--- src/rtl/core/pnf_pkg.sv ---
`timescale 1ns / 1ps
package pnf_pkg;

    localparam int COORD_W = 24;
    localparam int NOISE_W = 18;

    typedef enum logic [0:0] {
        OP_WRITE = 1'b0,
        OP_EVAL  = 1'b1
    } op_t;

    localparam logic [0:0] CFG_OCTAVES = 1'd0;
    localparam logic [0:0] CFG_UNIT    = 1'd1;

    typedef struct packed {
        logic                 is_eval;
        logic [7:0]           tidx;
        logic [7:0]           tval;
        logic [COORD_W-1:0]   cx;
        logic [COORD_W-1:0]   cy;
        logic [COORD_W-1:0]   cz;
    } item_t;

endpackage

--- src/rtl/core/pnf_front.sv ---
`timescale 1ns / 1ps
module pnf_front (
    input  logic          clk,
    input  logic          rst_n,
    input  logic          in_valid,
    output logic          in_stall,
    input  pnf_pkg::item_t in_item,
    output logic          q_valid,
    input  logic          q_take,
    output pnf_pkg::item_t q_item
);

    // Two-entry queue between the input port and the evaluation engine.
    pnf_pkg::item_t buf_reg [2];
    logic           wp_reg, wp_next, rp_reg, rp_next;
    logic [1:0]     cnt_reg, cnt_next;
    logic           push;

    assign in_stall = (cnt_reg == 2'd2);
    assign push     = in_valid && !in_stall;
    assign q_valid  = (cnt_reg != 2'd0);
    assign q_item   = buf_reg[rp_reg];

    always_comb
    begin
        wp_next  = wp_reg ^ push;
        rp_next  = rp_reg ^ q_take;
        cnt_next = cnt_reg + {1'b0, push} - {1'b0, q_take};
    end

    always_ff @(posedge clk or negedge rst_n)
    begin
        if (!rst_n)
        begin
            wp_reg  <= 1'b0;
            rp_reg  <= 1'b0;
            cnt_reg <= 2'd0;
        end
        else
        begin
            wp_reg  <= wp_next;
            rp_reg  <= rp_next;
            cnt_reg <= cnt_next;
        end
    end

    always_ff @(posedge clk)
    begin
        if (push)
        begin
            buf_reg[wp_reg] <= in_item;
        end
    end

endmodule

--- config.mk ---
export PLATFORM = sky130hd
export DESIGN_NAME = pnf_front
export DESIGN_NICKNAME = d
export VERILOG_FILES = /design/src/rtl/core/pnf_pkg.sv /design/src/rtl/core/pnf_front.sv
export SDC_FILE = /design/constraint.sdc
export NUM_CORES = 1
export LEC_CHECK = 0
export ABC_AREA = 1
export BUFFER_PORTS_ARGS = -buffer_cell sky130_fd_sc_hd__buf_2
export CAP_MARGIN = 20
export CORE_AREA = 10 10 123 125
export DETAILED_ROUTE_END_ITERATION = 10
export DIE_AREA = 0 0 133 135
export PLACE_DENSITY = 0.92
export RECOVER_POWER = 50
export SETUP_SLACK_MARGIN = 0.02
export SYNTH_ARGS = -nofsm -noshare
export SYNTH_HDL_FRONTEND = slang
export SYNTH_SLANG_ARGS = --single-unit
--- constraint.sdc ---
create_clock -name clk -period 6.7 [get_ports clk]
set_input_delay 1.34 -clock clk [delete_from_list [all_inputs] [get_ports clk]]
set_output_delay 1.34 -clock clk [all_outputs]
set_load 0.05 [all_outputs]
### Yosys cells after proc, flatten, opt, wreduce, memory -nomap -nowiden

Memory sizes are Yosys's and may differ from the RTL's.
Index checks and enable logic that the tools add are counted.

* flip-flop bits (word level): 4
* RAM bits: 178
* input port bits: 93
* logic and storage cells: 14
* memories: 1

Memory list
* buf_reg: words 2, width 89, read ports 1, clocked after Yosys merged registers in 0, write ports 1, line pnf_front.sv:14 `pnf_pkg::item_t buf_reg [2];`

* add/subtract/negate cells: 2
* equal/unequal tests: 1
* mux-type cells: 2
* bitwise operators: 2
* reductions and logical operators: 3

Operators by type and width (number)
* $add A2 B1 Y2: 1
* $eq A2 B2 Y1 const B: 1
* $mux W1: 2
* $reduce_bool A2 Y1: 1
* $sub A2 B1 Y2: 1
* $xor A1 B1 Y1: 2
* $logic_and A1 B1 Y1: 1
* $logic_not A1 Y1: 1

### Logic depth before layout (Yosys ltp)

* depth after elaboration: 5
* depth in mapped cells: 8
* mapped depth without buffers: 8

### Worst setup path before layout

Ideal clock, no wire load.

* path type: input to register
* from: input port in_valid
* to: memory buf_reg[1][0] in the netlist's numbering (enable)
* library setup time: 0.458 ns
* arrival time: 3.635 ns
* required time: 6.242 ns
* setup slack: 2.607 ns
* stages on the path: 3
* buffers on the path: 0
* cell sequence: o21ai_0 > inv_1 > ha_1

* cells in the longest elaborated chain, start to end: 3

Ends and longest elaborated chain
* start, declared: line pnf_front.sv:5 `input logic in_valid,`
* $logic_and A1 B1 Y1: line pnf_front.sv:20 `assign push = in_valid && !in_stall;`
* $mux W1: line pnf_front.sv:49 `if (push)`
* $mux W1 (not written as such): line pnf_front.sv:51 `buf_reg[wp_reg] <= in_item;`
* end, declared: line pnf_front.sv:14

Every way passes these cells.

==> summary.txt <==
hold buffers post-CTS = 0
GRT Overall Usage = 0.157
Initial DRC Count = 311
number of buffers added for setup after CTS = 0
final setup fails = 0
FFs w/ async S/R, synth = 0.0220
Worst EP arrival = 2770 ps
sequential cell area fraction in the yosys report = 0.785
top area cells in the synthesized netlist = edfxtp_1 77%, inv_1 5.2%, nand2_1 5.1%
Area after DPL = 7940 um2
Mapped Nets = 587
antenna cells = 0
EDFF count, synth = 178
DRC violations left = 0
r2r endpoint = buf_reg[1][81]$_DFFE_PP_
fin area = 8520 um2
violated checks = capacitance limit, slew limit
HP Class = reg -> reg
num ports = 184
cells after synthesis = 490
Most used DFF post-synth = edfxtp_1
worst skew pair latency = 420 ps
WL per Instance = 16.4 um
slowest stage delay, CP = 850 ps
post-synth top area share = 0.770
top cell family by delay on the critical path = buffers and inverters
num rows = 41
DRT Pass-1 Iters = 4
most common cell in the netlist = edfxtp_1
initial antenna violation count = 1
measured slew at the worst slew-check pin = 1960 ps
clock sinks = 182
Startpoint Class = register
Worst Hold Depth = 1
cell taking the most area after synthesis = edfxtp_1
full die area = 18000 um2
DR vias = 4150
CTS tree = done
Max clock buf depth = 2
total of max-cap violations = 1
dpl ws = 3030 ps
Final Slew Violations = 33
Post-Route WL = 14.1 mm
Final Hold Vio Count = 0
Worst setup EP type = primary output
Largest register FFs = 178
critical path's slowest cell = buf_4
Final Hold Slack = 552 ps
reg-to-reg slack, setup = 3710 ps
Die Ht = 135 um
layout net count = 773
Worst-path clk slew = 60 ps
Fin Setup TNS = 0 ps
Initial Util = 0.552
syn_area_per_cell = 14.2 um2
share of cells above drive strength 1 = 0.274
largest net degree at the start of global routing = 105
DP Wirelength = 9.84 mm
synth unique cells = 16
worst-path cell chain = buf_4, nand2_1, o21ai_2, buf_2
Die Span X = 133 um
Worst R2R Start = cnt_reg[1]$_DFF_PN0_
Synth Register Bits = 182
final worst path period share = 0.613
Core Area = 12600 um2
post-cts sizing count = 0
Antenna Violating Nets Remaining = 0
worst path bufs/invs = 2
mean number of vias per cell = 4.82
Crit Path Max Fanout = 104
CP Class = reg -> out
mapped cell area = 6940 um2
gpl congestion = 0.708
P&R area growth vs syn = 22.8%
R2R depth = 6
H-Tree Level Count = 4
worst endpoint required time = 5360 ps
slew margin rel. = -0.310
status = finished, violations left
worst setup margin = 2590 ps
Synth warnings = 0
final worst path period need = 4110 ps
Hold Startpoint = cnt_reg[0]$_DFF_PN0_
I/O Buffers = 183
Worst Hold Endpoint = cnt_reg[0]$_DFF_PN0_
aggregate global routing overflow = 0
RSZ-0062 raised after global routing = false
first-pass GRT wire length = 22.0 mm
f_max = 244 MHz
Post-synth top cells = 178 x edfxtp_1, 96 x inv_1, 94 x nand2_1
Worst Skew = 8.69 ps
CTS Buf Count = 17
number of global-route vias before repair = 4421
Root Buffer = clkbuf_16
-- per-layer routing --
metal	vias to the layer above	wire length (um)	part of all wire	GRT usage
met5	-	11	0.00078	0
met4	2	330	0.023	0.0709
met3	26	1220	0.086	0.0675
met2	148	7440	0.53	0.281
met1	1937	5090	0.36	0.155
li1	2037	-	-	-
-- stage by stage --
| stage | util | std cells |
|---|---|---|
| 2_1_floorplan | - | 490 |
| 3_3_place_gp | 0.632 | 828 |
| 3_5_place_dp | 0.632 | 828 |
| 4_1_cts | 0.683 | 860 |
| 5_1_grt | 0.678 | 861 |
| 6_report | 0.678 | 861 |
-- final cells by class --
cell class                 instances  area, um2
inverter                          96        360
clock buffer                      23        468
multi-input combinational        192        952
timing repair buffer             187        903
sequential                       182       5450
fill                             898       4050
tap                              172        215
clock inverter                     9        173
-- worst max path at each step --
stage / depth (start not counted) / slack, ps / start / end
floorplan: 3 / 2610 / in_valid / buf_reg[1][0]$_DFFE_PP_
global placement: 4 / 3120 / rp_reg$_DFF_PN0_ / q_item[80]
detailed placement: 4 / 3030 / rp_reg$_DFF_PN0_ / q_item[30]
CTS: 4 / 2520 / rp_reg$_DFF_PN0_ / q_item[48]
global route: 4 / 2340 / rp_reg$_DFF_PN0_ / q_item[48]
finish: 4 / 2590 / rp_reg$_DFF_PN0_ / q_item[66]
-- layout by cell type (no fill, tap or decap) --
cell type / synthesis / final
o21ai_0: 69 / 69
inv_1: 96 / 96
o21ai_2: 20 / 20
clkbuf_16: 0 / 17
clkbuf_8: 0 / 2
bufinv_16: 0 / 5
edfxtp_1: 178 / 178
nand3_1: 1 / 1
nor2_1: 1 / 1
clkbuf_1: 6 / 52
dfrtp_4: 0 / 1
dfrtp_1: 4 / 3
buf_16: 0 / 1
clkinv_2: 0 / 3
clkinvlp_4: 0 / 1
buf_2: 0 / 136
o21ai_1: 1 / 1
buf_4: 1 / 2
or2_2: 1 / 1
nand2_1: 94 / 94
xor2_1: 1 / 1
ha_1: 4 / 4
-- cell families (layout without fill, tap and decap cells) --
logic type                 Yosys count  in the layout  share of synthesized area
adders and majority gates            4              4                    0.00721
and+or+nand+nor                     97             97                     0.0530
DFF                                182            182                      0.785
AOI/OAI and AO/OA                   90             90                     0.0757
xor gates and xnor gates             1              1                    0.00126
buffers and inverters              116            315                     0.0779
Power is not shown: default switching activity piles up to over one toggle a cycle in this logic, so the estimate is an artifact.
